$ cat src/hw/rtl/uer_pkg.sv
// shared types and constants for the ultrasonic echo ranging core
package uer_pkg;

  localparam int unsigned TrigW   = 8;
  localparam int unsigned RiseW   = 17;
  localparam int unsigned EchoW   = 16;
  localparam int unsigned DistW   = 14;
  localparam int unsigned ScaleW  = 16;
  localparam int unsigned CountW  = 17;
  localparam int unsigned AccW    = EchoW + ScaleW;
  localparam int unsigned CfgIdxW = 3;
  localparam int unsigned CfgW    = 17;

  localparam logic [TrigW-1:0]  TrigTicksRst   = 8'd10;
  localparam logic [RiseW-1:0]  RiseTimeoutRst = 17'd100000;
  localparam logic [EchoW-1:0]  EchoTimeoutRst = 16'd40000;
  localparam logic [DistW-1:0]  MaxDistRst     = 14'd6000;
  localparam logic [ScaleW-1:0] MmPerTickRst   = 16'd11141;

  localparam logic [CfgIdxW-1:0] CFG_TRIGGER_TICKS = 3'd0;
  localparam logic [CfgIdxW-1:0] CFG_RISE_TIMEOUT  = 3'd1;
  localparam logic [CfgIdxW-1:0] CFG_ECHO_TIMEOUT  = 3'd2;
  localparam logic [CfgIdxW-1:0] CFG_MAX_DISTANCE  = 3'd3;
  localparam logic [CfgIdxW-1:0] CFG_MM_PER_TICK   = 3'd4;

  typedef enum logic [3:0] {
    PH_IDLE = 4'b0001,
    PH_TRIG = 4'b0010,
    PH_RISE = 4'b0100,
    PH_HIGH = 4'b1000
  } phase_t;

  typedef enum logic [1:0] {
    ST_OK       = 2'd0,
    ST_NO_ECHO  = 2'd1,
    ST_TOO_LONG = 2'd2,
    ST_RANGE    = 2'd3
  } status_t;

  typedef struct packed {
    logic             trig;
    logic             busy_res;
    logic             done_res;
    logic [DistW-1:0] distance_mm;
    status_t          status;
  } out_beat_t;

endpackage

$ cat src/hw/rtl/ultrasonic_echo_ranging_core.sv
// ultrasonic echo ranging controller: trigger, echo timing, scaling and result buffer
//
// One input beat per 1 us tick carries start_req and the sampled echo level.
// Every accepted input beat yields exactly one output beat with the trigger
// level to drive, busy, done, distance_mm and status for that tick.
// Channels use valid/stall; a beat moves on a clock edge with valid high and
// stall low. Input beats are taken one per cycle while in_stall is low; the
// result of a beat is in the output buffer the cycle after it is accepted.
// On the tick the echo falls, the counted width is multiplied by the scale
// factor (16 by 16 bits) and compared with the distance limit, all between
// the state registers and the result buffer.
// A two-entry output buffer decouples the sides: input stall rises only when
// both entries hold beats the receiver has not yet taken, so input is still
// accepted while one finished beat waits under a receiver stall.
// Configuration writes (cfg_we, cfg_index, cfg_data) are registered and
// apply from the next tick, also in the middle of a measurement; unknown
// indexes are ignored.
// Synchronous reset returns the controller to idle, empties the output buffer
// and loads the default register values.
module ultrasonic_echo_ranging_core
  import uer_pkg::*;
(
  input  logic               clk,
  input  logic               rst,
  input  logic               cfg_we,
  input  logic [CfgIdxW-1:0] cfg_index,
  input  logic [CfgW-1:0]    cfg_data,
  input  logic               in_valid,
  output logic               in_stall,
  input  logic               start_req,
  input  logic               echo,
  output logic               out_valid,
  input  logic               out_stall,
  output logic               trig,
  output logic               busy_res,
  output logic               done_res,
  output logic [DistW-1:0]   distance_mm,
  output logic [1:0]         status
);

  // configuration registers
  logic [TrigW-1:0]  trigger_ticks;
  logic [RiseW-1:0]  rise_timeout_ticks;
  logic [EchoW-1:0]  echo_timeout_ticks;
  logic [DistW-1:0]  max_distance_mm;
  logic [ScaleW-1:0] mm_per_tick_q16;

  always_ff @(posedge clk) begin
    if (rst) begin
      trigger_ticks      <= TrigTicksRst;
      rise_timeout_ticks <= RiseTimeoutRst;
      echo_timeout_ticks <= EchoTimeoutRst;
      max_distance_mm    <= MaxDistRst;
      mm_per_tick_q16    <= MmPerTickRst;
    end else if (cfg_we) begin
      case (cfg_index)
        CFG_TRIGGER_TICKS: trigger_ticks      <= cfg_data[TrigW-1:0];
        CFG_RISE_TIMEOUT:  rise_timeout_ticks <= cfg_data[RiseW-1:0];
        CFG_ECHO_TIMEOUT:  echo_timeout_ticks <= cfg_data[EchoW-1:0];
        CFG_MAX_DISTANCE:  max_distance_mm    <= cfg_data[DistW-1:0];
        CFG_MM_PER_TICK:   mm_per_tick_q16    <= cfg_data[ScaleW-1:0];
        default: ;
      endcase
    end
  end

  // measurement state
  phase_t            phase, phase_next;
  logic [CountW-1:0] tick_count, tick_count_next;

  logic [1:0]        count;
  out_beat_t         slot0, slot1;
  out_beat_t         beat;

  logic push, pop;
  assign push = in_valid && !in_stall;
  assign pop  = out_valid && !out_stall;

  logic [TrigW-1:0]  trig_len;
  logic [RiseW-1:0]  rise_len;
  logic [CountW-1:0] rise_base, rise_inc, high_inc;
  logic [AccW-1:0]   product;
  logic [EchoW-1:0]  scaled;
  logic              do_rise;

  assign trig_len  = (trigger_ticks == '0) ? TrigW'(1) : trigger_ticks;
  assign rise_len  = (rise_timeout_ticks == '0) ? RiseW'(1) : rise_timeout_ticks;
  // the tick that ends the trigger is already the first rise sample
  assign rise_base = (phase == PH_TRIG) ? '0 : tick_count;
  assign rise_inc  = rise_base + CountW'(1);
  assign high_inc  = tick_count + CountW'(1);
  // in the high phase the width stays below the echo timeout, so 16 bits hold it
  assign product   = tick_count[EchoW-1:0] * mm_per_tick_q16;
  assign scaled    = product[AccW-1:ScaleW];

  always_comb begin
    phase_next      = phase;
    tick_count_next = tick_count;
    beat            = '0;
    do_rise         = 1'b0;
    case (phase)
      PH_IDLE: begin
        if (start_req) begin
          phase_next      = PH_TRIG;
          tick_count_next = CountW'(1);
          beat.trig       = 1'b1;
          beat.busy_res   = 1'b1;
        end
      end
      PH_TRIG: begin
        if (tick_count < CountW'(trig_len)) begin
          tick_count_next = high_inc;
          beat.trig       = 1'b1;
          beat.busy_res   = 1'b1;
        end else begin
          do_rise = 1'b1;
        end
      end
      PH_RISE: begin
        do_rise = 1'b1;
      end
      PH_HIGH: begin
        if (echo) begin
          if (high_inc >= CountW'(echo_timeout_ticks)) begin
            phase_next      = PH_IDLE;
            tick_count_next = '0;
            beat.done_res   = 1'b1;
            beat.status     = ST_TOO_LONG;
          end else begin
            tick_count_next = high_inc;
            beat.busy_res   = 1'b1;
          end
        end else begin
          phase_next      = PH_IDLE;
          tick_count_next = '0;
          beat.done_res   = 1'b1;
          if (scaled > EchoW'(max_distance_mm)) begin
            beat.status = ST_RANGE;
          end else begin
            beat.status      = ST_OK;
            beat.distance_mm = scaled[DistW-1:0];
          end
        end
      end
      default: begin
        phase_next      = PH_IDLE;
        tick_count_next = '0;
      end
    endcase

    if (do_rise) begin
      if (echo) begin
        if (echo_timeout_ticks <= EchoW'(1)) begin
          phase_next      = PH_IDLE;
          tick_count_next = '0;
          beat.done_res   = 1'b1;
          beat.status     = ST_TOO_LONG;
        end else begin
          phase_next      = PH_HIGH;
          tick_count_next = CountW'(1);
          beat.busy_res   = 1'b1;
        end
      end else if (rise_inc >= CountW'(rise_len)) begin
        phase_next      = PH_IDLE;
        tick_count_next = '0;
        beat.done_res   = 1'b1;
        beat.status     = ST_NO_ECHO;
      end else begin
        phase_next      = PH_RISE;
        tick_count_next = rise_inc;
        beat.busy_res   = 1'b1;
      end
    end
  end

  always_ff @(posedge clk) begin
    if (rst) begin
      phase      <= PH_IDLE;
      tick_count <= '0;
    end else if (push) begin
      phase      <= phase_next;
      tick_count <= tick_count_next;
    end
  end

  // two-entry output buffer, slot0 is the head
  always_ff @(posedge clk) begin
    if (rst) begin
      count <= 2'd0;
    end else begin
      case ({push, pop})
        2'b10:   count <= count + 2'd1;
        2'b01:   count <= count - 2'd1;
        default: ;
      endcase
    end
  end

  always_ff @(posedge clk) begin
    if (pop) begin
      slot0 <= slot1;
    end
    if (push) begin
      if (count == 2'd0 || (count == 2'd1 && pop)) begin
        slot0 <= beat;
      end else begin
        slot1 <= beat;
      end
    end
  end

  assign in_stall    = (count == 2'd2);
  assign out_valid   = (count != 2'd0);
  assign trig        = slot0.trig;
  assign busy_res    = slot0.busy_res;
  assign done_res    = slot0.done_res;
  assign distance_mm = slot0.distance_mm;
  assign status      = slot0.status;

  // buffer starts empty after reset
  assert property (@(posedge clk) rst |=> !out_valid)
    else $error("output buffer not empty after reset");

  // a beat that is not a done beat carries no distance and ok status
  assert property (@(posedge clk) disable iff (rst)
    (push && !beat.done_res) |-> (beat.distance_mm == '0 && beat.status == ST_OK))
    else $error("non-done beat carries a result");

  // a nonzero distance is only reported with ok status
  assert property (@(posedge clk) disable iff (rst)
    (push && beat.distance_mm != '0) |-> (beat.status == ST_OK && beat.done_res))
    else $error("distance reported with failure status");

  // a falling echo in the high phase always finishes the measurement
  assert property (@(posedge clk) disable iff (rst)
    (push && phase == PH_HIGH && !echo) |=> (phase == PH_IDLE && tick_count == '0))
    else $error("echo fall did not finish measurement");

  // done and busy are never both set, and trigger implies busy
  assert property (@(posedge clk) disable iff (rst)
    push |-> (!(beat.done_res && beat.busy_res) && (!beat.trig || beat.busy_res)))
    else $error("inconsistent busy, done and trigger flags");

  // a full buffer keeps both beats until the receiver takes one
  assert property (@(posedge clk) disable iff (rst)
    (count == 2'd2 && !pop) |=> (count == 2'd2))
    else $error("output buffer count lost a beat");

endmodule

$ cat config.mk
export PLATFORM = sky130hd
export DESIGN_NAME = ultrasonic_echo_ranging_core
export DESIGN_NICKNAME = d
export VERILOG_FILES = /design/src/hw/rtl/uer_pkg.sv /design/src/hw/rtl/ultrasonic_echo_ranging_core.sv
export SDC_FILE = /design/constraint.sdc
export NUM_CORES = 1
export LEC_CHECK = 0
export ABC_AREA = 1
export ABC_CLOCK_PERIOD_IN_PS = 17100
export BUFFER_PORTS_ARGS = -buffer_cell sky130_fd_sc_hd__buf_4
export CAP_MARGIN = 0
export CORE_MARGIN = 2
export CORE_UTILIZATION = 55
export CTS_CLUSTER_SIZE = 8
export DETAILED_ROUTE_END_ITERATION = 10
export PLACE_DENSITY = 0.74
export SLEW_MARGIN = 15
export SYNTH_ARGS = -nofsm -noshare
export SYNTH_HDL_FRONTEND = slang
export SYNTH_SLANG_ARGS = --single-unit
export TNS_END_PERCENT = 1
$ cat constraint.sdc
create_clock -name clk -period 17.1 [get_ports clk]
set_clock_uncertainty 0.2 [all_clocks]
set_input_delay 2.565 -clock clk [delete_from_list [all_inputs] [get_ports clk]]
set_output_delay 2.565 -clock clk [all_outputs]
set_load 0.1 [all_outputs]
After elaboration in Yosys (flattened, before gate mapping)
Index checks and enable logic that the tools add are counted.
- shifts and indexed selects: 0
- multiplexer cells: 50
- equality and inequality tests: 17
- reduce and logical (&&, ||, !) cells: 21
- order comparisons: 5
- $mul: 1
- div/mod/pow operators: 0
- add/subtract/negate cells: 4
- bitwise operators: 1
- operators with widths (cell ; count):
    17-bit 2-to-1 mux ; 10
    17-bit case mux with 4 select lines ; 1
    19-bit 2-to-1 mux ; 3
    17-bit by 1-bit adder with 17-bit output (second input constant) ; 2
    16-bit by 16-bit multiplier with 32-bit output ; 1
    14-bit 2-to-1 mux ; 2
    4-bit 2-to-1 mux ; 6
    2-bit 2-to-1 mux ; 11
    17-bit by 16-bit greater-or-equal comparator with 1-bit output ; 1
    17-bit greater-or-equal comparator ; 1
    17-bit logical NOT ; 1
    17-bit by 8-bit less-than comparator with 1-bit output ; 1
    16-bit by 14-bit > comparator with 1-bit output ; 1
    16-bit by 1-bit <= comparator with 1-bit output (second input constant) ; 1
    4-bit case mux with 3 select lines ; 1
    2-bit AND reduction ; 6
    1-bit 2-to-1 mux ; 10
    8-bit logical NOT ; 1
    8-bit 2-to-1 mux ; 1
    4-bit AND reduction ; 2
    3-bit by 2-bit == test with 1-bit output (second input constant) ; 2
    2-bit by 1-bit == test with 1-bit output (second input constant) ; 2
    2-bit == test (second input constant) ; 2
    4-bit by 1-bit == test with 1-bit output (second input constant) ; 1
    24 further kinds ; 29
- memories: 0
- RAM bits: 0
- bits in registers: 132
- latch bits: 0
- memory bits (read-only): 0
- logic and storage cells: 117

Longest topological paths before layout
- depth in word-level cells: 10
- depth in mapped cells: 40
- gate-level depth less buffers: 38

Least setup slack after synthesis
No wires, ideal clock.
- kind: register -> register
- start: register tick_count[6]
- end: register slot1[10] in the netlist's numbering (data pin)
- buffers on the path: 3
- period minus slack after synthesis: 7.341 ns
- required time: 16.647 ns
- cell stages (with the launch flop): 33
- setup slack: 9.759 ns
- arrival: 6.888 ns
- cells stage by stage: dfxtp_1 > clkbuf_1 > buf_1 > nand2_1 > fa_1 > inv_1 > fa_1 > inv_1 > fa_1 > inv_1 > fa_1 > fa_1 > inv_1 > fa_1 > inv_1 > ha_1 > a21oi_1 > nand2_1 > a21oi_1 > nand2_2 > a21boi_1 > o21ai_0 > xor2_1 > ha_1 > inv_1 > o31a_1 > o221ai_1 > nand4_1 > nand2_1 > nand2_2 > buf_8 > nand4_2 > inv_1
- RTL lines (what ; RTL line ; RTL):
    from (decl) ; ultrasonic_echo_ranging_core.sv:69 ; logic [CountW-1:0] tick_count, tick_count_next;
    from (signal assigned) ; ultrasonic_echo_ranging_core.sv:182 ; tick_count <= tick_count_next;
    to (signal assigned) ; ultrasonic_echo_ranging_core.sv:207 ; slot1 <= beat;
    to (decl) ; ultrasonic_echo_ranging_core.sv:72 ; out_beat_t slot0, slot1;

==> summary.md <==
| Metric | Value |
|---|---|
| Outcome | finished clean |
| Clk pin slew, worst setup/hold paths | roughly 60 ps |
| Largest cells by area after synthesis | fa_1, dfxtp_1, ha_1 |
| Post-synthesis average cell area | between 7 and 8 µm² |
| Crit. End Element | flip-flop |
| Slowest cell on crit path | dfxtp_1 |
| Setup-violating endpoint count in the final report | 0 |
| Placeable core region | 28900 µm² |
| Share of the clock period used by the worst path after layout | 0.493 |
| Average detailed-routed wire length per instance | ~17 µm |
| Slew margin rel. | 0.261 |
| Worst min-delay path category | reg2reg |
| Sequential share of the synthesized area | 0.175 |
| Cells resized by post-CTS repair | 0 |
| Largest net degree at the start of global routing | 36 |
| Worst Path Max Fanout | 22 |
| Most used flip-flop cell after synthesis | dfxtp_1 |
| Net count, final | ~2500 |
| Worst slew pin tran | ~1100 ps |
| Delay-heaviest family, CP | adder cells |
| Routed vias | roughly 14000 |
| Most common cell after layout, fill and taps aside | inv_1 |
| Maximum level of the CTS H-tree | 4 |
| Ports | 48 |
| Startpoint kind of the worst setup timing path | flip-flop |
| WL final | 43.1 mm |
| Wire length of the first global-routing pass | 71.3 mm |
| CTS root buf | clkbuf_16 |
| Post-route DRC violation count | 0 |
| Reported leakage power | about 9.8 nW |
| Mean number of vias per cell | ~5.5 |
| Critical path's largest stage delay | approximately 1000 ps |
| DIE AREA | 30900 µm² |
| CTS sink cnt | around 130 |
| Fmax | around 120 MHz |
| Mapped Nets | about 2500 |
| Overall global routing resource usage | 0.294 |
| Cts-stage hold buffer count | 0 |
| Count of distinct cell types in the synthesized netlist | 53 |
| Post-route setup slack | approximately 8700 ps |
| Number of buffers inserted to repair setup after CTS | 0 |
| Gate Count Post-Synth | between 2000 and 2500 |
| Number of buffers created by CTS | 17 |
| Clock Tree Buf Depth | 2 |
| Total of flip-flops plus latches after synthesis | between 100 and 150 |
| Die boundary height | roughly 180 µm |
| Netlist area before placement | 16200 µm² |
| Classification of the worst setup path | reg2reg |
| Data arrival time at the worst-slack endpoint | between 8000 and 9000 ps |
| Effective utilization at floorplan | 0.562 |
| Synth area leader | fa_1 |
| First-pass detailed-route iteration total | 5 |
| Most common cell type on the critical path | inv_1 |
| Post-Place Setup Slack | just under 9000 ps |
| Fraction of final layout cells with drive strength greater than 1 | 0.0707 |
| Unrepaired setup endpoints after global routing | no |
| Cell row count | 62 |
| Asr flop ratio synth | 0 |
| Worst vdd ir | 0.144 mV |
| Antenna violations before repair | 0 |
| X dimension of the die | roughly 180 µm |
| Clock tree from TritonCTS | yes |
| Final weighted congestion of routability-driven global placement | ~0.92 |
| Vias in the first global route | 13700 |
| Post-detailed-placement half-perimeter wirelength | roughly 33 mm |
| CP Buf/Inv Count | 7 |
| Required time reported for the critical path endpoint | roughly 17000 ps |
| Fin. Hold Viols | 0 |
| DR iter-0 viols | 1287 |
| Count of nets left with antenna violations after detail routing | 0 |
| Total power divided by cell area | 68.3 nW/µm² |
| Final setup TNS | 0 ps |
| Input/output buffers | 47 |
| Number of enable flip-flop cells after synthesis | 19 |
| Max Transition Viols Final | 0 |
| Worst skew pair latency | between 400 and 500 ps |
| Number of warnings issued by yosys | 0 |
| Layout Area Growth over Synthesis | 6.57% |
| Top library cells by usage in the layout, fill and taps aside | inv_1, nand2_1, fa_1 |
| Reported max-cap violation count | 0 |
| Post-synth top area share | 0.238 |
| Overall overflow remaining after global route | 0 |
| Antenna cell count | 0 |
| Minimum clock period after layout | about 8400 ps |
-- routing by layer --
layer	vias to the layer above	global-route usage	share of wire
li1	6548	-	-
met1	6603	0.407	0.42
met2	608	0.474	0.46
met3	80	0.0429	0.085
met4	0	0.101	0.031
met5	-	0	0
-- kinds of logic (layout without fill, tap and decap cells) --
| group | after synthesis | count (layout) | share of synthesized area |
|---|---|---|---|
| xor gates and xnor gates | 38 | 38 | 0.0205 |
| and+or+nand+nor | 731 | 731 | 0.196 |
| buffers and inverters | 635 | 626 | 0.150 |
| AOI/OAI and AO/OA | 266 | 266 | 0.0951 |
| DFF | 132 | 132 | 0.175 |
| muxes | 3 | 3 | 0.00201 |
| adders and majority gates | 354 | 354 | 0.362 |
-- worst reg2reg max path: cells and delay by family, from the launching register on --
kind,cells,cell delay [ps]
AO/OA/AOI/OAI,3,760
flip-flops,1,1020
XOR/XNOR,1,470
adder cells (fa/ha/maj),8,3730
AND/OR/NAND/NOR,10,1570
buffers and inverters,7,430
-- synth_stat cells (11+ instances only) --
library cell and count:
nor3_1 12, nand2_1 469, o211ai_1 15, fa_1 193
buf_1 11, xor2_1 30, nand3_1 46, edfxtp_1 19
nand4_1 33, o21ai_0 75, a31oi_1 17, dfxtp_1 113
nor2_1 118, nand4_2 11, ha_1 161, nor4_1 13
inv_1 519, clkbuf_1 79, a21oi_1 103, a211oi_1 16
-- power by group --
part,total (W),switching [W],internal (W)
clock network,0.000342,0.000143,0.000199
logic,0.000448,0.000340,0.000108
registers,0.000390,0.0000283,0.000361
total,0.00118,0.000511,0.000669
-- registers in the layout (all words and copies together) (netlist names) --
| signal | count |
|---|---|
| slot1 | 19 |
| rise_timeout_ticks | 17 |
| tick_count | 17 |
| echo_timeout_ticks | 16 |
| mm_per_tick_q16 | 16 |
| distance_mm | 14 |
| max_distance_mm | 14 |
| trigger_ticks | 8 |
| phase | 4 |
| count | 2 |
| status | 2 |
| busy_res | 1 |
| done_res | 1 |
| trig | 1 |
-- layout make-up --
| type | instances | area, µm² |
|---|---|---|
| multi-input combinational | 1392 | 11000 |
| tap | 384 | 480 |
| fill | 2635 | 11600 |
| clock inverter | 12 | 106 |
| sequential | 132 | 2830 |
| clock buffer | 20 | 437 |
| inverter | 532 | 2000 |
| timing repair buffer | 62 | 465 |
-- metrics by stage --
step                      total power (W)  instances  cell area [µm²]  hold slack [ps]   util
final                             0.00118       2534            17300              282  0.599
after global routing              0.00123       2534            17300              300  0.599
after CTS                         0.00118       2534            17300              283  0.599
after detailed placement         0.000840       2502            16700              273  0.580
after global placement           0.000831       2502            16700              268  0.580
after floorplan                  0.000734       2159            16200              235      -
-- final timing paths --
kind	startpoint	endpoint	slack, ps	cells after the start
hold / removal	trigger_ticks[4]$_SDFFE_PP0P_	trigger_ticks[4]$_SDFFE_PP0P_	280	2
hold reg to reg	trigger_ticks[4]$_SDFFE_PP0P_	trigger_ticks[4]$_SDFFE_PP0P_	280	2
setup / recovery	tick_count[5]$_SDFFE_PP0P_	slot1[4]$_DFFE_PP_	8670	29
setup reg to reg	tick_count[5]$_SDFFE_PP0P_	slot1[4]$_DFFE_PP_	8670	29
No activity file was read; power rests on OpenSTA's default activity.
